==> src/rtl/lffm_pkg.sv <==
// Package for the link failsafe flight mode unit: codes, constants and payload types.
package lffm_pkg;

    // Flight modes.
    typedef enum logic [1:0] {
        MODE_OFF  = 2'd0,
        MODE_USER = 2'd1,
        MODE_DISC = 2'd2,
        MODE_LAND = 2'd3
    } mode_t;

    // Power command codes.
    localparam logic [1:0] PWR_NONE = 2'd0;
    localparam logic [1:0] PWR_ON   = 2'd1;
    localparam logic [1:0] PWR_OFF  = 2'd2;

    // Configuration register indexes.
    localparam logic [2:0] CFG_LINK_TIMEOUT = 3'd0;
    localparam logic [2:0] CFG_LONG_LOSS    = 3'd1;
    localparam logic [2:0] CFG_STILL_SPEED  = 3'd2;
    localparam logic [2:0] CFG_STILL_STEPS  = 3'd3;
    localparam logic [2:0] CFG_FLIP_ACCEL   = 3'd4;
    localparam logic [2:0] CFG_LANDING_SPD  = 3'd5;

    localparam int CFG_INDEX_W = 3;
    localparam int CFG_DATA_W  = 32;

    // Configuration reset values.
    localparam logic [31:0]        LINK_TIMEOUT_RST = 32'd500000;
    localparam logic [31:0]        LONG_LOSS_RST    = 32'd3000000;
    localparam logic [14:0]        STILL_SPEED_RST  = 15'd20;
    localparam logic [15:0]        STILL_STEPS_RST  = 16'd200;
    localparam logic signed [15:0] FLIP_ACCEL_RST   = -16'sd2048;
    localparam logic signed [15:0] LANDING_SPD_RST  = -16'sd50;

    // Ground test constants.
    localparam logic signed [15:0] LAND_SPEED_MAX = -16'sd10;
    localparam logic [15:0]        DECAY_STEP     = 16'd9;
    localparam logic [15:0]        STILL_TOP      = 16'hFFFF;

    // One input word: one control tick.
    typedef struct packed {
        logic [31:0]        now_us;
        logic               msg_valid;
        logic [1:0]         msg_power;
        logic signed [15:0] vertical_speed;
        logic signed [15:0] accel_z;
    } in_item_t;

    // One result word.
    typedef struct packed {
        logic [1:0] flight_mode;
        logic       link_up;
        logic [1:0] power_cmd;
        logic       send_reply;
    } out_item_t;

    // Configuration register set.
    typedef struct packed {
        logic [31:0]        link_timeout_us;
        logic [31:0]        long_loss_us;
        logic [14:0]        still_speed_limit;
        logic [15:0]        still_steps_needed;
        logic signed [15:0] flip_accel_limit;
        logic signed [15:0] descent_target;
    } cfg_t;

    // Persistent controller state.
    typedef struct packed {
        mode_t       mode;
        logic        connected;
        logic [1:0]  power;
        logic [31:0] last_msg_time;
        logic [31:0] lost_time;
        logic [15:0] still_count;
    } state_t;

endpackage

==> src/rtl/link_failsafe_flight_mode_unit.sv <==
// Top level of the link failsafe flight mode unit: registers, handshakes and config port.
//
// Usage: each input word is one control tick (time stamp, pilot message flag and
// power command, vertical speed, accel Z). Every accepted word yields exactly one
// result word with the flight mode, link status, stored power command and the
// reply flag. Both channels use valid and stall; a word moves on a rising edge
// where valid is high and stall is low.
// An accepted input word sits in the input register until it advances; then the state
// update and the result register load together, and the result word becomes valid.
// Throughput is one word per cycle while the receiver does not stall; the state
// update is a single compare-and-select pass, so a tick can follow in the next cycle.
// When the receiver stalls, the result holds and one more word may sit in the
// input register; the input stalls only when both are full and the output is held.
// Configuration is written through cfg_we, cfg_index and cfg_data, one register per
// edge; the user must write it only while the unit is idle, which the block does not enforce.
// Indexes past the last register are ignored. Reset puts mode off, link down, power off,
// times and the still counter at zero, and loads the default configuration values.
module link_failsafe_flight_mode_unit
    import lffm_pkg::*;
(
    input  logic                   clk,
    input  logic                   rst_n,
    input  logic                   in_valid,
    output logic                   in_stall,
    input  in_item_t               in_data,
    output logic                   out_valid,
    input  logic                   out_stall,
    output out_item_t              out_data,
    input  logic                   cfg_we,
    input  logic [CFG_INDEX_W-1:0] cfg_index,
    input  logic [CFG_DATA_W-1:0]  cfg_data
);

    cfg_t      cfg_reg;
    state_t    state_reg;
    state_t    state_next;
    in_item_t  in_data_reg;
    logic      in_valid_reg;
    out_item_t out_data_reg;
    out_item_t result_next;
    logic      out_valid_reg;
    logic      advance;

    // A buffered word advances when the result register is free or being taken.
    assign advance  = in_valid_reg && (!out_valid_reg || !out_stall);
    assign in_stall = in_valid_reg && !advance;

    // Configuration registers.
    always_ff @(posedge clk or negedge rst_n)
    begin
        if (!rst_n)
        begin
            cfg_reg.link_timeout_us    <= LINK_TIMEOUT_RST;
            cfg_reg.long_loss_us       <= LONG_LOSS_RST;
            cfg_reg.still_speed_limit  <= STILL_SPEED_RST;
            cfg_reg.still_steps_needed <= STILL_STEPS_RST;
            cfg_reg.flip_accel_limit   <= FLIP_ACCEL_RST;
            cfg_reg.descent_target     <= LANDING_SPD_RST;
        end
        else if (cfg_we)
        begin
            unique case (cfg_index)
                CFG_LINK_TIMEOUT: cfg_reg.link_timeout_us    <= cfg_data;
                CFG_LONG_LOSS:    cfg_reg.long_loss_us       <= cfg_data;
                CFG_STILL_SPEED:  cfg_reg.still_speed_limit  <= cfg_data[14:0];
                CFG_STILL_STEPS:  cfg_reg.still_steps_needed <= cfg_data[15:0];
                CFG_FLIP_ACCEL:   cfg_reg.flip_accel_limit   <= cfg_data[15:0];
                CFG_LANDING_SPD:  cfg_reg.descent_target     <= cfg_data[15:0];
                default:          ;
            endcase
        end
    end

    // Input register.
    always_ff @(posedge clk or negedge rst_n)
    begin
        if (!rst_n)
        begin
            in_valid_reg <= 1'b0;
        end
        else if (!in_stall)
        begin
            in_valid_reg <= in_valid;
        end
    end

    always_ff @(posedge clk)
    begin
        if (in_valid && !in_stall)
        begin
            in_data_reg <= in_data;
        end
    end

    // Tick logic.
    lffm_core u_core (
        .st      (state_reg),
        .cfg     (cfg_reg),
        .item    (in_data_reg),
        .st_next (state_next),
        .result  (result_next)
    );

    // Controller state and output valid.
    always_ff @(posedge clk or negedge rst_n)
    begin
        if (!rst_n)
        begin
            state_reg.mode          <= MODE_OFF;
            state_reg.connected     <= 1'b0;
            state_reg.power         <= PWR_OFF;
            state_reg.last_msg_time <= '0;
            state_reg.lost_time     <= '0;
            state_reg.still_count   <= '0;
            out_valid_reg           <= 1'b0;
        end
        else
        begin
            if (advance)
            begin
                state_reg <= state_next;
            end
            if (advance)
            begin
                out_valid_reg <= 1'b1;
            end
            else if (!out_stall)
            begin
                out_valid_reg <= 1'b0;
            end
        end
    end

    // Result register.
    always_ff @(posedge clk)
    begin
        if (advance)
        begin
            out_data_reg <= result_next;
        end
    end

    assign out_valid = out_valid_reg;
    assign out_data  = out_data_reg;

endmodule

==> src/rtl/lffm_core.sv <==
// Next-state and result logic for one control tick of the flight mode unit.
module lffm_core
    import lffm_pkg::*;
(
    input  state_t    st,
    input  cfg_t      cfg,
    input  in_item_t  item,
    output state_t    st_next,
    output out_item_t result
);

    logic [31:0] since_msg;
    logic [31:0] since_loss;
    logic        link_lost;
    logic [16:0] vs_ext;
    logic [16:0] vs_mag;
    logic        is_still;
    logic [15:0] count_step;
    logic        on_ground;
    logic        flipped;
    logic        to_off;
    state_t      nx;

    // Message handling and link timeout.
    always_comb
    begin
        nx = st;
        if (item.msg_valid)
        begin
            nx.last_msg_time = item.now_us;
            nx.connected     = 1'b1;
            if (item.msg_power == PWR_ON || item.msg_power == PWR_OFF)
            begin
                nx.power = item.msg_power;
            end
        end
    end

    assign since_msg = item.now_us - nx.last_msg_time;
    assign link_lost = nx.connected && (since_msg > cfg.link_timeout_us);

    // Time since loss uses the loss time as updated in this tick.
    assign since_loss = item.now_us - (link_lost ? item.now_us : nx.lost_time);

    // Ground test: still ticks count up with saturation, others decay.
    assign vs_ext   = {item.vertical_speed[15], item.vertical_speed};
    assign vs_mag   = item.vertical_speed[15] ? (17'd0 - vs_ext) : vs_ext;
    assign is_still = ($signed(cfg.descent_target) <= $signed(LAND_SPEED_MAX))
                      && (vs_mag < {2'b00, cfg.still_speed_limit});

    always_comb
    begin
        if (is_still)
        begin
            count_step = (st.still_count != STILL_TOP) ? st.still_count + 16'd1
                                                       : st.still_count;
        end
        else
        begin
            count_step = (st.still_count > DECAY_STEP) ? st.still_count - DECAY_STEP
                                                       : 16'd0;
        end
    end

    assign on_ground = count_step >= cfg.still_steps_needed;
    assign flipped   = $signed(item.accel_z) <= $signed(cfg.flip_accel_limit);

    // Mode transitions and the forced shutdown.
    always_comb
    begin
        st_next = nx;
        to_off  = 1'b0;
        if (link_lost)
        begin
            st_next.connected = 1'b0;
            st_next.lost_time = item.now_us;
        end
        unique case (st.mode)
            MODE_OFF:
            begin
                if (st_next.connected && st_next.power == PWR_ON)
                begin
                    st_next.mode = MODE_USER;
                end
            end
            MODE_USER:
            begin
                if (st_next.connected)
                begin
                    if (st_next.power == PWR_OFF)
                    begin
                        to_off = 1'b1;
                    end
                end
                else if (since_loss <= cfg.long_loss_us)
                begin
                    st_next.mode = MODE_DISC;
                end
                else
                begin
                    st_next.mode        = MODE_LAND;
                    st_next.still_count = 16'd0;
                end
            end
            MODE_DISC:
            begin
                if (st_next.connected)
                begin
                    if (st_next.power == PWR_OFF)
                    begin
                        to_off = 1'b1;
                    end
                    else
                    begin
                        st_next.mode = MODE_USER;
                    end
                end
                else if (since_loss > cfg.long_loss_us)
                begin
                    st_next.mode        = MODE_LAND;
                    st_next.still_count = 16'd0;
                end
            end
            MODE_LAND:
            begin
                if (st_next.connected)
                begin
                    if (st_next.power == PWR_OFF)
                    begin
                        to_off = 1'b1;
                    end
                    else
                    begin
                        st_next.mode = MODE_USER;
                    end
                end
                else
                begin
                    st_next.still_count = count_step;
                    if (on_ground)
                    begin
                        to_off = 1'b1;
                    end
                end
            end
            default:
            begin
                st_next.mode = MODE_OFF;
            end
        endcase
        if (flipped || to_off)
        begin
            st_next.mode  = MODE_OFF;
            st_next.power = PWR_OFF;
        end
    end

    // Result word follows the updated state; the reply flag follows the tick's message flag.
    assign result.flight_mode = st_next.mode;
    assign result.link_up     = st_next.connected;
    assign result.power_cmd   = st_next.power;
    assign result.send_reply  = item.msg_valid;

endmodule
==> config.mk <==
export PLATFORM = sky130hd
export DESIGN_NAME = link_failsafe_flight_mode_unit
export DESIGN_NICKNAME = d
export VERILOG_FILES = /design/src/rtl/lffm_pkg.sv /design/src/rtl/link_failsafe_flight_mode_unit.sv /design/src/rtl/lffm_core.sv
export SDC_FILE = /design/constraint.sdc
export NUM_CORES = 1
export LEC_CHECK = 0
export BUFFER_PORTS_ARGS = -buffer_cell sky130_fd_sc_hd__clkbuf_2
export CORE_MARGIN = 2
export CORE_UTILIZATION = 55
export DETAILED_ROUTE_END_ITERATION = 10
export PLACE_DENSITY = 0.7
export SLEW_MARGIN = 20
export SYNTH_ARGS = -nofsm -noshare
export SYNTH_HDL_FRONTEND = slang
export SYNTH_SLANG_ARGS = --single-unit
==> constraint.sdc <==
create_clock -name clk -period 23.8 [get_ports clk]
set_clock_uncertainty 0.2 [all_clocks]
set_input_delay 1.19 -clock clk [delete_from_list [all_inputs] [get_ports clk]]
set_output_delay 1.19 -clock clk [all_outputs]
set_load 0.005 [all_outputs]
Word-level counts from Yosys, hierarchy flattened
Cells that the tools add are included.
Widths: inputs -> output; s select.
{"block": "op_classes", "addsub": 5, "magnitude_cmp": 8, "eq_ne": 19, "mux": 31, "reduce_logical": 24}
{"op": "$mux 16", "n": 8}
{"op": "$gt 32x32->1", "n": 2}
{"op": "$sub 32x32->32", "n": 2}
{"op": "$pmux 16 s3", "n": 1}
{"op": "$mux 35", "n": 1}
{"op": "$le 32x32->1", "n": 1}
{"op": "$mux 32", "n": 1}
{"op": "$mux 2", "n": 9}
{"op": "$lt 17x15->1", "n": 1}
{"op": "$mux 17", "n": 1}
{"op": "$sub 1x16->17 const A", "n": 1}
{"op": "$add 16x1->16 const B", "n": 1}
{"op": "$ge 16x16->1", "n": 1}
{"op": "$gt 16x4->1 const B", "n": 1}
{"op": "$le 16x16->1", "n": 1}
{"op": "$le 16x5->1 const B", "n": 1}
{"op": "$ne 16x16->1 const B", "n": 1}
{"op": "$sub 16x4->16 const B", "n": 1}
{"op": "$reduce_and 2->1", "n": 6}
{"op": "$eq 2x2->1 const B", "n": 4}
{"op": "$mux 1", "n": 8}
{"op": "$ne 2x2->1 const B", "n": 4}
{"op": "$pmux 2 s4", "n": 1}
{"op": "$reduce_and 7->1", "n": 1}
{"op": "13 further kinds", "n": 28}
{"block": "totals", "regBits": 287, "output_inout_bits": 8}

Logic depth before layout (Yosys ltp)
Gate-level depths: netlist (run 1).
{"block": "depth", "ltp_word": 14, "depth_mapped": 47, "mapped_depth_nobuf": 44}

Modules after synthesis
A second synthesis (run 1) with hierarchy kept.
{"block": "unflattened", "cells_unflattened": 1724, "hier_area_um2": 18750.5}
{"mod": "link_failsafe_flight_mode_unit", "n_inst": 1, "cells_per_inst": 534, "area_each_um2": 10403.7, "seq_area_each_um2": 7598.5}
{"mod": "lffm_core", "n_inst": 1, "cells_per_inst": 1190, "area_each_um2": 8346.8, "seq_area_each_um2": 0.0}

Worst setup path before layout (run 1)
Ideal clock, no wire load.
{"block": "synth_path", "kind": "register -> register", "startpoint": "register in_data_reg[34] in the netlist's numbering", "endpoint": "register state_reg[10] in the netlist's numbering", "t_arrival_ns": 9.846, "setup_slack_ns": 13.633, "path_stages_with_launch": 45, "n_path_buf": 4, "synth_period_minus_slack_ns": 10.167, "cell_sequence": "edfxtp_1 -> clkbuf_1 -> buf_1 -> mux2i_1 -> ha_1 -> a211oi_1 -> nor2_1 -> o211a_1 -> a2111oi_0 -> a21oi_1 -> a21oi_1 -> and2_1 -> o21ai_0 -> xnor2_1 -> ha_1 -> a21o_1 -> a21o_1 -> a221oi_1 -> (+9 left out) -> a211o_1 -> a21oi_1 -> o21ai_1 -> o22a_1 -> a31oi_1 -> o22ai_1 -> a41o_1 -> o41ai_1 -> xnor2_1 -> ha_1 -> nand4_1 -> nor4_1 -> o31ai_1 -> a21oi_1 -> mux2_2 -> nand3_1 -> clkbuf_1 -> a22o_1"}
{"item": "start: declaration", "line_no": "link_failsafe_flight_mode_unit.sv:37", "rtl": "in_item_t in_data_reg;"}
{"item": "start signal: assignment", "line_no": "link_failsafe_flight_mode_unit.sv:91", "rtl": "in_data_reg <= in_data;"}
{"item": "end signal: assignment", "line_no": "link_failsafe_flight_mode_unit.sv:121", "rtl": "state_reg <= state_next;"}
{"item": "end: declaration", "line_no": "link_failsafe_flight_mode_unit.sv:35", "rtl": "state_t state_reg;"}

==> results of run 1 <==
-- logic make-up (layout without fill, tap and decap cells) --
| logic type | after synthesis | after routing |
|---|---|---|
| AO/OA/AOI/OAI | 475 | 475 |
| AND/OR/NAND/NOR | 455 | 455 |
| adder cells (fa/ha/maj) | 183 | 183 |
| multiplexers | 133 | 133 |
| flip-flops | 287 | 287 |
| XOR/XNOR | 69 | 69 |
| buffers and inverters | 201 | 325 |
-- power by group --
group,switching [mW],internal (mW)
clock,0.207,0.287
combinational,0.801,0.611
sequential,0.0673,0.627
-- worst paths after layout --
path | to | slack [ps] | cells after the start
max | state_reg[6] | 12140 | 40
max reg2reg | state_reg[6] | 12140 | 40
min reg2reg | state_reg[54] | 280 | 2
max in group asynchronous | cfg_reg[48] | 21620 | 2
min in group asynchronous | out_valid | 450 | 1
min | state_reg[54] | 280 | 2
-- cell type report --
type,instances,area (sq um)
clock inverter,13,113
inverter,139,522
fill,2684,12400
sequential,287,7600
clock buffer,48,933
timing repair buffer,125,666
multi-input combinational,1315,9530
tap,442,553
-- layout by cell type (no fill, tap or decap), types with 6 or more instances in the layout --
| master | n |
|---|---|
| sky130_fd_sc_hd__nor4_1 | 10 |
| sky130_fd_sc_hd__edfxtp_1 | 73 |
| sky130_fd_sc_hd__dfstp_2 | 41 |
| sky130_fd_sc_hd__inv_1 | 137 |
| sky130_fd_sc_hd__a21oi_1 | 95 |
| sky130_fd_sc_hd__a22o_1 | 16 |
| sky130_fd_sc_hd__o21bai_1 | 9 |
| sky130_fd_sc_hd__nand2b_1 | 22 |
| sky130_fd_sc_hd__a211o_1 | 6 |
| sky130_fd_sc_hd__a211oi_1 | 10 |
| sky130_fd_sc_hd__and3_1 | 12 |
| sky130_fd_sc_hd__a21o_1 | 36 |
| sky130_fd_sc_hd__nor2_1 | 83 |
| sky130_fd_sc_hd__xor2_1 | 21 |
| sky130_fd_sc_hd__xnor2_1 | 48 |
| sky130_fd_sc_hd__buf_4 | 10 |
| sky130_fd_sc_hd__o21ai_0 | 178 |
| sky130_fd_sc_hd__ha_1 | 181 |
| sky130_fd_sc_hd__nand3_1 | 27 |
| sky130_fd_sc_hd__o21a_1 | 16 |
| sky130_fd_sc_hd__o31ai_1 | 7 |
| sky130_fd_sc_hd__clkbuf_1 | 11 |
| sky130_fd_sc_hd__dfrtp_1 | 173 |
| sky130_fd_sc_hd__o21ai_1 | 6 |
| sky130_fd_sc_hd__mux2_2 | 72 |
| sky130_fd_sc_hd__clkbuf_2 | 113 |
| sky130_fd_sc_hd__nand4_1 | 34 |
| sky130_fd_sc_hd__o211ai_1 | 11 |
| sky130_fd_sc_hd__or3_1 | 8 |
| sky130_fd_sc_hd__a31oi_1 | 10 |
| sky130_fd_sc_hd__clkbuf_16 | 34 |
| sky130_fd_sc_hd__nor2b_1 | 19 |
| sky130_fd_sc_hd__a21oi_2 | 6 |
| sky130_fd_sc_hd__mux2i_1 | 61 |
| sky130_fd_sc_hd__nor3_1 | 16 |
| sky130_fd_sc_hd__nand2_1 | 196 |
| sky130_fd_sc_hd__and2_1 | 7 |
-- routing by layer --
| layer | part of all wire (%) | vias up | wire length [microns] | GRT usage (%) |
|---|---|---|---|---|
| met1 | 48 | 6591 | 20400 | 36.9 |
| met3 | 5.3 | 72 | 2240 | 3.95 |
| li1 | - | 6685 | - | - |
| met2 | 44 | 320 | 18800 | 40.1 |
| met4 | 2.5 | 0 | 1060 | 7.46 |
| met5 | 0 | - | 0 | 0 |
-- per-stage QoR --
stage / worst slack, ps / cells / power, mW / utilization (%)
after detailed placement: 12290 / 2308 / 2.10 / 58.4
after CTS: 12220 / 2369 / 2.60 / 61.7
after global routing: 11320 / 2369 / 2.82 / 61.7
after global placement: 12750 / 2308 / 2.04 / 58.4
final: 12140 / 2369 / 2.60 / 61.7
after floorplan: 13630 / 1803 / 1.77 / -
-- worst max-delay path: cells and delay by family, from the launching register on --
kind | cells | cell delay [ps]
muxes | 2 | 600
adders and majority gates | 5 | 1540
xor gates and xnor gates | 2 | 260
buffers and inverters | 3 | 940
DFF | 1 | 330
AOI/OAI and AO/OA | 21 | 5960
and+or+nand+nor | 7 | 1630
==> flow_summary.html, run 1 <==
<table>
<tr><th>Metric</th><th>Value</th></tr>
<tr><th colspan="2">Floorplanning</th></tr>
<tr><td>Overall die height</td><td>184 microns</td></tr>
<tr><td>Die width</td><td>184 microns</td></tr>
<tr><td>Core footprint</td><td>approximately 32000 sq um</td></tr>
<tr><td>Number of rows in the core area</td><td>66</td></tr>
<tr><td>Number of placed I/O pins</td><td>approximately 120</td></tr>
<tr><td>Effective utilization at floorplan</td><td>55.4%</td></tr>
<tr><td>DIE AREA</td><td>around 34000 sq um</td></tr>
<tr><th colspan="2">STA</th></tr>
<tr><td>Max Transition Viols Final</td><td>0</td></tr>
<tr><td>Summed negative setup slack over all endpoints</td><td>0 ps</td></tr>
<tr><td>Final setup violation count</td><td>0</td></tr>
<tr><td>Hold violation count in the final report</td><td>0</td></tr>
<tr><td>Tmin final</td><td>11660 ps</td></tr>
<tr><td>Unrepaired setup endpoints after global routing</td><td>no</td></tr>
<tr><td>Max transition margin</td><td>33.3%</td></tr>
<tr><td>Slew at the pin with the worst max-slew slack</td><td>1000 ps</td></tr>
<tr><td>Highest attainable clock frequency</td><td>0.0858 GHz</td></tr>
<tr><td>Smallest hold slack</td><td>280 ps</td></tr>
<tr><td>Fraction of the cycle the final worst path needs</td><td>49.0%</td></tr>
<tr><th colspan="2">Yosys</th></tr>
<tr><td>Warnings from Yosys</td><td>0</td></tr>
<tr><td>Top-count cell post-synth</td><td>sky130_fd_sc_hd__nand2_1</td></tr>
<tr><td>Cell area after synthesis</td><td>17900 sq um</td></tr>
<tr><td>Basic-gate share of the synthesized area counting and, or, nand and nor cells</td><td>11.9%</td></tr>
<tr><td>Cell types with the largest area share after synthesis</td><td>sky130_fd_sc_hd__dfrtp_1 24%, sky130_fd_sc_hd__ha_1 13%, sky130_fd_sc_hd__edfxtp_1 12%, sky130_fd_sc_hd__dfstp_2 6.0%, sky130_fd_sc_hd__o21ai_0 5.0%</td></tr>
<tr><td>Area share of xor/xnor cells in the synthesized design</td><td>3.38%</td></tr>
<tr><td>Sequential area share after synthesis</td><td>between 40% and 50%</td></tr>
<tr><td>Portion of netlist area occupied by mux cells</td><td>7.95%</td></tr>
<tr><td>Post-Syn Area per Cell</td><td>between 9 and 10 sq um</td></tr>
<tr><td>Area fraction of the dominant cell type after synthesis</td><td>between 20 and 25%</td></tr>
<tr><td>Flip-flop and latch count after synthesis</td><td>287</td></tr>
<tr><td>Largest area contributor in the synthesized netlist</td><td>sky130_fd_sc_hd__dfrtp_1</td></tr>
<tr><td>Number of distinct library cell variants in the gate-level netlist after synthesis</td><td>82</td></tr>
<tr><td>Post-synth EDFFs</td><td>73</td></tr>
<tr><td>Asr flop ratio synth</td><td>around three quarters</td></tr>
<tr><td>Commonest register cell after synthesis</td><td>sky130_fd_sc_hd__dfrtp_1</td></tr>
<tr><td>Share of synthesized cell area in full adder, half adder and majority cells</td><td>12.9%</td></tr>
<tr><td>Compound-gate portion of the synthesized area</td><td>17.0%</td></tr>
<tr><td>Post-synthesis instance total</td><td>1803</td></tr>
<tr><td>Net count after synthesis</td><td>2093</td></tr>
<tr><td>Commonest cells in the synthesized netlist</td><td>197 x sky130_fd_sc_hd__nand2_1, 181 x sky130_fd_sc_hd__ha_1, 178 x sky130_fd_sc_hd__o21ai_0, 173 x sky130_fd_sc_hd__dfrtp_1, 137 x sky130_fd_sc_hd__inv_1</td></tr>
<tr><td>Main combinational cell family by area after synthesis</td><td>compound AO/OA/AOI/OAI gates</td></tr>
<tr><th colspan="2">Clock network</th></tr>
<tr><td>Hold-fix buffers, CTS</td><td>0</td></tr>
<tr><td>CTS Root Cell</td><td>sky130_fd_sc_hd__clkbuf_16</td></tr>
<tr><td>Max Root-Sink Buffers</td><td>3</td></tr>
<tr><td>Count of instances resized after the clock tree is built</td><td>0</td></tr>
<tr><td>CTS tree</td><td>yes</td></tr>
<tr><td>Clock Sinks</td><td>287</td></tr>
<tr><td>Number of H-tree branching levels</td><td>2</td></tr>
<tr><td>Worst-skew pair later-pin latency</td><td>roughly 520 ps</td></tr>
<tr><td>Number of buffers added by the clock tree synthesis step</td><td>34</td></tr>
<tr><td>Post-CTS clock slew at the launch and capture registers of the worst setup and hold paths</td><td>60 ps</td></tr>
<tr><td>Post-CTS setup repair buffer count</td><td>0</td></tr>
<tr><th colspan="2">Setup path</th></tr>
<tr><td>Category of the critical setup timing path</td><td>flip-flop to flip-flop</td></tr>
<tr><td>Largest fanout on the critical path</td><td>39</td></tr>
<tr><td>Start point of the critical path</td><td>in_data_reg[34]</td></tr>
<tr><td>Startpoint class of the critical path</td><td>flip-flop</td></tr>
<tr><td>Data arrival time of the worst path</td><td>11850 ps</td></tr>
<tr><td>Worst path slowest cell</td><td>sky130_fd_sc_hd__a21oi_1</td></tr>
<tr><td>Slowest stage delay, CP</td><td>600 ps</td></tr>
<tr><td>Kind of capture point of the worst setup path</td><td>flip-flop</td></tr>
<tr><td>Launching point of the worst reg2reg path</td><td>in_data_reg[34]</td></tr>
<tr><td>Required time worst endpoint</td><td>23990 ps</td></tr>
<tr><th colspan="2">GRT</th></tr>
<tr><td>Global router's overall resource usage</td><td>25.6%</td></tr>
<tr><td>Maximum number of pins on one net before global-route repair</td><td>80</td></tr>
<tr><td>Via count of the first global-routing pass</td><td>between 10000 and 15000</td></tr>
<tr><td>Antenna violations before repair</td><td>0</td></tr>
<tr><td>Grt ovf</td><td>0</td></tr>
<tr><td>Global-route wire length before repair</td><td>69.1 mm</td></tr>
<tr><th colspan="2">Job</th></tr>
<tr><td>Count of maximum capacitance violations</td><td>0</td></tr>
<tr><th colspan="2">Route</th></tr>
<tr><td>DRC violations left</td><td>0</td></tr>
<tr><td>Iter 0 DRT Violations</td><td>878</td></tr>
<tr><td>Vias per inst</td><td>5.77</td></tr>
<tr><td>Detail Route Antenna Nets</td><td>0</td></tr>
<tr><td>WL final</td><td>42.5 mm</td></tr>
<tr><td>Via count</td><td>13700</td></tr>
<tr><td>Pre-Repair DR Iteration Count</td><td>5</td></tr>
<tr><td>Wire length per cell after detailed routing</td><td>between 15 and 20 microns</td></tr>
<tr><th colspan="2">Min path</th></tr>
<tr><td>Kind of path behind the tightest hold check</td><td>flip-flop to flip-flop</td></tr>
<tr><td>Critical hold path startpoint</td><td>state_reg[54]</td></tr>
<tr><th colspan="2">Placed design</th></tr>
<tr><td>Placed cell areas</td><td>about 19000 sq um</td></tr>
<tr><td>Detailed-placement wirelength estimate</td><td>around 31 mm</td></tr>
<tr><td>Gpl congestion</td><td>0.890</td></tr>
<tr><td>Quantity of I/O buffers inserted on ports</td><td>114</td></tr>
<tr><th colspan="2">Layout</th></tr>
<tr><td>Share of cells above drive strength 1</td><td>16.9%</td></tr>
<tr><td>Number of flip-flops in the largest register</td><td>127</td></tr>
<tr><td>Fin nets</td><td>2192</td></tr>
<tr><td>Inserted Diodes</td><td>0</td></tr>
<tr><td>Synth-to-Final Area Change</td><td>11.4%</td></tr>
<tr><td>Post-layout instance area</td><td>19900 sq um</td></tr>
<tr><th colspan="2">Power</th></tr>
<tr><td>Worst VDD drop</td><td>~85 uV</td></tr>
<tr><td>PwrDens</td><td>131 nW/um^2</td></tr>
<tr><td>Standby leakage power</td><td>9.07 nW</td></tr>
<tr><th colspan="2">Status</th></tr>
<tr><td>Outcome</td><td>finished clean</td></tr>
</table>
(Power assumes the default switching activity.)
==> inputs of run 2 (changes only) <==
- clock period: 23.8 -> 10.9 ns (I/O delays scaled with it)
==> run 2 against run 1 <==
Compared with the run above: setup slack got worse by 11000 ps; largest power group unchanged; total power up 130%; largest cell class unchanged; die area stayed put; via count rose by 1.1%; critical path depth down 1; combinational power grew 120%; design area rose by 4.4%.
==> flow_summary.html, run 2 (same netlist as run 1, synthesis figures left out) <==
<table>
<tr><th>Metric</th><th>Value</th></tr>
<tr><th colspan="2">Setup path</th></tr>
<tr><td>Kind of capture point of the worst setup path</td><td>flip-flop</td></tr>
<tr><td>Slowest stage delay, CP</td><td>470 ps</td></tr>
<tr><td>Critical Path Most Common Cell</td><td>sky130_fd_sc_hd__ha_1</td></tr>
<tr><td>Required time worst endpoint</td><td>11090 ps</td></tr>
<tr><td>Category of the critical setup timing path</td><td>flip-flop to flip-flop</td></tr>
<tr><td>Worst path slowest cell</td><td>sky130_fd_sc_hd__edfxtp_1</td></tr>
<tr><td>Largest fanout on the critical path</td><td>19</td></tr>
<tr><td>Cell family contributing the most delay on the critical path</td><td>compound AO/OA/AOI/OAI gates</td></tr>
<tr><td>Startpoint class of the critical path</td><td>flip-flop</td></tr>
<tr><td>Data arrival time of the worst path</td><td>10370 ps</td></tr>
<tr><td>Count of buffering cells on the critical path with inverters included</td><td>2</td></tr>
<tr><th colspan="2">Route</th></tr>
<tr><td>DRC violations left</td><td>0</td></tr>
<tr><td>Iter 0 DRT Violations</td><td>917</td></tr>
<tr><td>Wire length per cell after detailed routing</td><td>17.8 microns</td></tr>
<tr><td>Pre-Repair DR Iteration Count</td><td>5</td></tr>
<tr><td>Via count</td><td>about 14000</td></tr>
<tr><td>WL final</td><td>43.4 mm</td></tr>
<tr><td>Vias per inst</td><td>5.68</td></tr>
<tr><td>Detail Route Antenna Nets</td><td>0</td></tr>
<tr><th colspan="2">Power</th></tr>
<tr><td>Worst VDD drop</td><td>241 uV</td></tr>
<tr><td>Standby leakage power</td><td>approximately 9.4 nW</td></tr>
<tr><td>Total power draw</td><td>5.88 mW</td></tr>
<tr><td>PwrDens</td><td>about 280 nW/um^2</td></tr>
<tr><th colspan="2">Floorplanning</th></tr>
<tr><td>Die width</td><td>184 microns</td></tr>
<tr><td>Number of placed I/O pins</td><td>115</td></tr>
<tr><td>Effective utilization at floorplan</td><td>55.4%</td></tr>
<tr><td>Overall die height</td><td>184 microns</td></tr>
<tr><td>DIE AREA</td><td>34000 sq um</td></tr>
<tr><td>Core footprint</td><td>32300 sq um</td></tr>
<tr><td>Number of rows in the core area</td><td>66</td></tr>
<tr><th colspan="2">Clock network</th></tr>
<tr><td>Worst-skew pair later-pin latency</td><td>520 ps</td></tr>
<tr><td>Post-CTS clock slew at the launch and capture registers of the worst setup and hold paths</td><td>around 60 ps</td></tr>
<tr><td>Clock Sinks</td><td>about 290</td></tr>
<tr><td>CTS tree</td><td>yes</td></tr>
<tr><td>CTS Root Cell</td><td>sky130_fd_sc_hd__clkbuf_16</td></tr>
<tr><td>Number of buffers added by the clock tree synthesis step</td><td>34</td></tr>
<tr><td>Max Root-Sink Buffers</td><td>3</td></tr>
<tr><td>Number of H-tree branching levels</td><td>2</td></tr>
<tr><th colspan="2">Placed design</th></tr>
<tr><td>Quantity of I/O buffers inserted on ports</td><td>114</td></tr>
<tr><td>Gpl congestion</td><td>0.936</td></tr>
<tr><td>Number of cells after detailed placement</td><td>about 2300</td></tr>
<tr><td>Detailed-placement wirelength estimate</td><td>30.9 mm</td></tr>
<tr><th colspan="2">Job</th></tr>
<tr><td>Count of maximum capacitance violations</td><td>0</td></tr>
<tr><th colspan="2">STA</th></tr>
<tr><td>Highest attainable clock frequency</td><td>just under 0.1 GHz</td></tr>
<tr><td>Slew at the pin with the worst max-slew slack</td><td>1040 ps</td></tr>
<tr><td>Max transition margin</td><td>30.8%</td></tr>
<tr><td>Fraction of the cycle the final worst path needs</td><td>93.4%</td></tr>
<tr><td>Max Transition Viols Final</td><td>0</td></tr>
<tr><td>Final setup violation count</td><td>0</td></tr>
<tr><td>Tmin final</td><td>10180 ps</td></tr>
<tr><td>Hold violation count in the final report</td><td>0</td></tr>
<tr><th colspan="2">GRT</th></tr>
<tr><td>Grt ovf</td><td>0</td></tr>
<tr><td>Via count of the first global-routing pass</td><td>13300</td></tr>
<tr><td>Global router's overall resource usage</td><td>around a quarter</td></tr>
<tr><td>Antenna violations before repair</td><td>1</td></tr>
<tr><td>Global-route wire length before repair</td><td>69.9 mm</td></tr>
<tr><td>Maximum number of pins on one net before global-route repair</td><td>119</td></tr>
<tr><th colspan="2">Layout</th></tr>
<tr><td>Share of cells above drive strength 1</td><td>roughly 17%</td></tr>
<tr><td>Synth-to-Final Area Change</td><td>16.3%</td></tr>
<tr><td>Non-Filler Instances</td><td>2434</td></tr>
<tr><td>Most common cell after layout, fill and taps aside</td><td>sky130_fd_sc_hd__nand2_1</td></tr>
<tr><td>Fin nets</td><td>about 2300</td></tr>
<tr><td>Number of flip-flops in the largest register</td><td>127</td></tr>
<tr><td>Number of fill cells in the layout</td><td>2593</td></tr>
<tr><td>Most frequent cells in the layout</td><td>196 x sky130_fd_sc_hd__nand2_1, 181 x sky130_fd_sc_hd__ha_1, 178 x sky130_fd_sc_hd__o21ai_0, 173 x sky130_fd_sc_hd__dfrtp_1, 137 x sky130_fd_sc_hd__inv_1</td></tr>
<tr><th colspan="2">Min path</th></tr>
<tr><td>Kind of path behind the tightest hold check</td><td>input pin to flip-flop</td></tr>
<tr><th colspan="2">Status</th></tr>
<tr><td>Outcome</td><td>finished clean</td></tr>
</table>
run 2: cell types whose count changed in the layout (fill, tap and decap cells not counted), moves of 3 or more:
cell and change:
sky130_fd_sc_hd__bufinv_16 +3, sky130_fd_sc_hd__clkbuf_16 +4, sky130_fd_sc_hd__dlygate4sd3_1 +53, sky130_fd_sc_hd__clkbuf_1 -3, sky130_fd_sc_hd__buf_4 +9, sky130_fd_sc_hd__a31oi_2 +3, sky130_fd_sc_hd__a31oi_1 -3
run 2: final cells by class:
type | instances | area, sq um | share of cell area, %
repair buffers | 188 | 1300 | 6.25
multi-input cells | 1315 | 9590 | 46.1
well taps | 442 | 553 | 2.66
inverters | 139 | 522 | 2.51
diodes | 1 | 2.50 | 0.0120
flip-flops and latches | 287 | 7600 | 36.6
clock buffers | 50 | 1040 | 4.98
clock inverters | 12 | 184 | 0.885
run 2: repair_timing:
action / 4_1_cts / 5_1_grt
endpoints found under the hold margin: 52 / 26
cloned: 0 / 0
hold buffers: 52 / 1
buffers inserted: 0 / 5
endpoints found under the setup margin: 16 / 20
pin swaps: 0 / 2
gates resized for setup: 1 / 10
run 2: worst paths after layout:
check                                   to  depth (start not counted)  slack, ps             from
max                          state_reg[13]                         39        720  in_data_reg[34]
max reg2reg                  state_reg[13]                         39        720  in_data_reg[34]
min                        in_data_reg[25]                          1         10      in_data[25]
min reg2reg                  state_reg[75]                          2        280    state_reg[75]
max in group asynchronous      cfg_reg[39]                          4       8880            rst_n
min in group asynchronous     in_valid_reg                          2        310            rst_n
run 2: metrics by stage:
stage / setup TNS, ps / worst slack [ps] / utilization [%] / instance area (sq um) / hold slack (ps)
CTS: 0 / 143 / 64.0 / 20600 / 0.334
detailed placement: -633 / -48.8 / 58.5 / 18900 / 270
floorplan: 0 / 733 / - / 17900 / 49.4
global route: -21.9 / -8.18 / 64.4 / 20800 / 1.85
finish: 0 / 715 / 64.4 / 20800 / 13.4
global placement: 0 / 318 / 58.5 / 18900 / 261
run 2: per-layer routing:
layer  track usage, %  vias to the layer above  wire length, microns
li1                 -                     6808                     -
met1             38.1                     6600                 20900
met2             40.4                      330                 19200
met3             4.07                       76                  2230
met4             7.26                        0                  1100
met5                0                        -                     0
run 2: worst reg2reg max path: cells and delay by family, from the launching register on:
family                     cells  cell delay [ps]
AOI/OAI and AO/OA             19             5080
and+or+nand+nor                8             1560
adders and majority gates      5             1420
muxes                          3              830
DFF                            1              470
buffers and inverters          2              270
xor gates and xnor gates       2              240
run 2: power by group:
part	leakage [nW]	switching [mW]	internal, mW	total [mW]
clock network	0.596	0.455	0.759	1.21
logic	5.58	1.78	1.38	3.16
registers	3.26	0.146	1.37	1.51
==> inputs of run 3 (changes only) <==
- CAP_MARGIN: default -> 20
- CORE_UTILIZATION: 55 -> 60
- PLACE_DENSITY: 0.7 -> 0.76
- clock period: 10.9 -> 9.5 ns (I/O delays scaled with it)
==> run 3 against run 2 <==
Compared with the run above: sequential share of layout area fell by 2.2 points; non-clock buffer count increased by 111; die area down 8.2%; the run now ends with negative setup slack left; critical endpoint is now state_reg[14]; total power grew 21%; largest cell class unchanged; highest routed layer unchanged.
==> flow_summary.html, run 3 (same netlist as run 1, synthesis figures left out) <==
<table>
<tr><th>Metric</th><th>Value</th></tr>
<tr><th colspan="2">Setup path</th></tr>
<tr><td>Kind of capture point of the worst setup path</td><td>flip-flop</td></tr>
<tr><td>Launching point of the worst reg2reg path</td><td>in_data_reg[34]</td></tr>
<tr><td>Worst setup path end</td><td>state_reg[14]</td></tr>
<tr><td>Slowest stage delay, CP</td><td>440 ps</td></tr>
<tr><td>Largest fanout on the critical path</td><td>8</td></tr>
<tr><td>Start point of the critical path</td><td>in_data_reg[34]</td></tr>
<tr><td>Worst path slowest cell</td><td>sky130_fd_sc_hd__a2111o_1</td></tr>
<tr><td>Worst reg-to-reg setup slack</td><td>-70 ps</td></tr>
<tr><td>Startpoint class of the critical path</td><td>flip-flop</td></tr>
<tr><td>RR Endpoint</td><td>state_reg[14]</td></tr>
<tr><td>Data arrival time of the worst path</td><td>between 9000 and 10000 ps</td></tr>
<tr><td>Required time worst endpoint</td><td>9800 ps</td></tr>
<tr><td>Number of cells traversed by the worst register-to-register path</td><td>44</td></tr>
<tr><td>Category of the critical setup timing path</td><td>flip-flop to flip-flop</td></tr>
<tr><th colspan="2">Layout</th></tr>
<tr><td>Most common cell after layout, fill and taps aside</td><td>sky130_fd_sc_hd__nand2_1</td></tr>
<tr><td>Post-layout instance area</td><td>22100 sq um</td></tr>
<tr><td>Number of fill cells in the layout</td><td>2013</td></tr>
<tr><td>Synth-to-Final Area Change</td><td>23.7%</td></tr>
<tr><td>Number of flip-flops in the largest register</td><td>127</td></tr>
<tr><td>Most frequent cells in the layout</td><td>196 x sky130_fd_sc_hd__nand2_1, 173 x sky130_fd_sc_hd__dfrtp_1, 172 x sky130_fd_sc_hd__o21ai_0, 169 x sky130_fd_sc_hd__ha_1, 137 x sky130_fd_sc_hd__inv_1</td></tr>
<tr><td>Fin nets</td><td>2362</td></tr>
<tr><td>Inserted Diodes</td><td>0</td></tr>
<tr><td>Share of cells above drive strength 1</td><td>a little under a quarter</td></tr>
<tr><th colspan="2">Power</th></tr>
<tr><td>Total power draw</td><td>7.11 mW</td></tr>
<tr><td>Worst VDD drop</td><td>201 uV</td></tr>
<tr><td>PwrDens</td><td>322 nW/um^2</td></tr>
<tr><td>Standby leakage power</td><td>9.96 nW</td></tr>
<tr><th colspan="2">STA</th></tr>
<tr><td>Tmin final</td><td>9570 ps</td></tr>
<tr><td>Unrepaired setup endpoints after global routing</td><td>yes</td></tr>
<tr><td>Highest attainable clock frequency</td><td>around 0.10 GHz</td></tr>
<tr><td>Worst Setup Slack, final</td><td>-74.1 ps</td></tr>
<tr><td>Slew at the pin with the worst max-slew slack</td><td>~1000 ps</td></tr>
<tr><td>Max Transition Viols Final</td><td>0</td></tr>
<tr><td>Fraction of the cycle the final worst path needs</td><td>101%</td></tr>
<tr><td>Max transition margin</td><td>30.8%</td></tr>
<tr><td>Final setup violation count</td><td>18</td></tr>
<tr><td>Hold violation count in the final report</td><td>0</td></tr>
<tr><th colspan="2">Clock network</th></tr>
<tr><td>Number of buffers added by the clock tree synthesis step</td><td>30</td></tr>
<tr><td>Number of H-tree branching levels</td><td>1</td></tr>
<tr><td>Max Root-Sink Buffers</td><td>3</td></tr>
<tr><td>Worst-skew pair later-pin latency</td><td>about 560 ps</td></tr>
<tr><td>CTS tree</td><td>yes</td></tr>
<tr><td>Clock Sinks</td><td>287</td></tr>
<tr><td>Post-CTS clock slew at the launch and capture registers of the worst setup and hold paths</td><td>70 ps</td></tr>
<tr><td>CTS Root Cell</td><td>sky130_fd_sc_hd__clkbuf_16</td></tr>
<tr><th colspan="2">Placed design</th></tr>
<tr><td>Gpl congestion</td><td>0.922</td></tr>
<tr><td>Detailed-placement wirelength estimate</td><td>31.1 mm</td></tr>
<tr><td>Placed cell areas</td><td>~19000 sq um</td></tr>
<tr><td>Quantity of I/O buffers inserted on ports</td><td>around 110</td></tr>
<tr><th colspan="2">Floorplanning</th></tr>
<tr><td>Core footprint</td><td>29500 sq um</td></tr>
<tr><td>DIE AREA</td><td>~31000 sq um</td></tr>
<tr><td>Die width</td><td>177 microns</td></tr>
<tr><td>Overall die height</td><td>177 microns</td></tr>
<tr><td>Effective utilization at floorplan</td><td>60.6%</td></tr>
<tr><td>Number of placed I/O pins</td><td>115</td></tr>
<tr><td>Number of rows in the core area</td><td>63</td></tr>
<tr><th colspan="2">Status</th></tr>
<tr><td>Violations in the final reports</td><td>negative setup slack</td></tr>
<tr><td>Outcome</td><td>finished with violations</td></tr>
<tr><th colspan="2">Route</th></tr>
<tr><td>Vias per inst</td><td>5.93</td></tr>
<tr><td>WL final</td><td>47.4 mm</td></tr>
<tr><td>Iter 0 DRT Violations</td><td>around 1100</td></tr>
<tr><td>DRC violations left</td><td>0</td></tr>
<tr><td>Via count</td><td>14700</td></tr>
<tr><td>Detail Route Antenna Nets</td><td>0</td></tr>
<tr><td>Pre-Repair DR Iteration Count</td><td>5</td></tr>
<tr><td>Wire length per cell after detailed routing</td><td>around 19 microns</td></tr>
<tr><th colspan="2">GRT</th></tr>
<tr><td>Maximum number of pins on one net before global-route repair</td><td>91</td></tr>
<tr><td>Grt ovf</td><td>0</td></tr>
<tr><td>Global-route wire length before repair</td><td>73.3 mm</td></tr>
<tr><td>Via count of the first global-routing pass</td><td>14100</td></tr>
<tr><td>Global router's overall resource usage</td><td>29.3%</td></tr>
<tr><td>Antenna violations before repair</td><td>1</td></tr>
<tr><th colspan="2">Min path</th></tr>
<tr><td>Kind of path behind the tightest hold check</td><td>input pin to flip-flop</td></tr>
<tr><td>Hold Path Cell Cnt</td><td>3</td></tr>
<tr><th colspan="2">Job</th></tr>
<tr><td>Count of maximum capacitance violations</td><td>0</td></tr>
</table>
[run 3: cell types whose count changed in the layout (fill, tap and decap cells not counted), sizes merged]
cell,before,now
buf,21,98
bufinv,4,3
clkbuf,164,158
clkinvlp,0,1
diode,1,0
dlygate4sd3,53,86
inv,138,139
[run 3: what timing repair did]
item / CTS / global route
gates cloned: 0 / 3
buffers inserted: 6 / 36
pin swaps: 17 / 30
gates resized for setup: 28 / 107
setup endpoints to repair: 20 / 20
endpoints found under the hold margin: 180 / 0
hold buffers: 86 / 0
[run 3: cell type report]
cell class	instances	area (sq um)	share of cell area, %
timing repair buffer	299	2300	10.4
clock buffer	43	957	4.33
inverter	139	522	2.36
sequential	287	7600	34.4
clock inverter	13	145	0.656
tap	390	488	2.21
multi-input combinational	1315	10100	45.7
[run 3: worst max-delay path: cells and delay by family (launching register included)]
| kind | cells | cell delay, ps |
|---|---|---|
| compound gates | 20 | 4590 |
| xor+xnor | 2 | 240 |
| fa+ha+maj | 4 | 1110 |
| buf+inv | 7 | 1070 |
| flops | 1 | 410 |
| mux | 2 | 630 |
| simple gates | 9 | 1240 |
[run 3: power by group]
group	internal (mW)	leakage (nW)	switching, mW	total [mW]
Sequential	1.57	3.26	0.186	1.76
Combinational	1.86	6.16	2.22	4.08
Clock	0.781	0.539	0.493	1.27
Total	4.21	9.96	2.90	7.11
[run 3: through the flow]
stage | setup slack (ps) | hold WS (ps) | util (%) | std cells | setup TNS [ps]
final | -74.1 | 46.5 | 75.0 | 2486 | -994
after global routing | -425 | 56.4 | 75.0 | 2486 | -7460
after CTS | 0.897 | 27.9 | 72.2 | 2448 | 0
after detailed placement | -627 | 267 | 64.9 | 2300 | -11440
after global placement | -234 | 259 | 64.9 | 2300 | -4000
after floorplan | 16.1 | -20.6 | - | 1803 | 0
[run 3: metal layers]
layer  up-vias  wire length, microns  GRT usage [%]
met5         -                     0              0
met4         0                  1560           7.85
met2       461                 22400           48.0
met3       107                  2580           3.89
met1      7126                 20800           41.1
li1       7043                     -              -
[run 3: worst min path at each step]
stage                       start       endpoint  slack [ps]
floorplan                   rst_n     cfg_reg[0]         -20
CTS                   cfg_data[1]    cfg_reg[17]          30
global placement    state_reg[48]  state_reg[48]         260
finish                cfg_data[1]    cfg_reg[17]          50
detailed placement  state_reg[48]  state_reg[48]         270
global route          cfg_data[5]   cfg_reg[100]          60
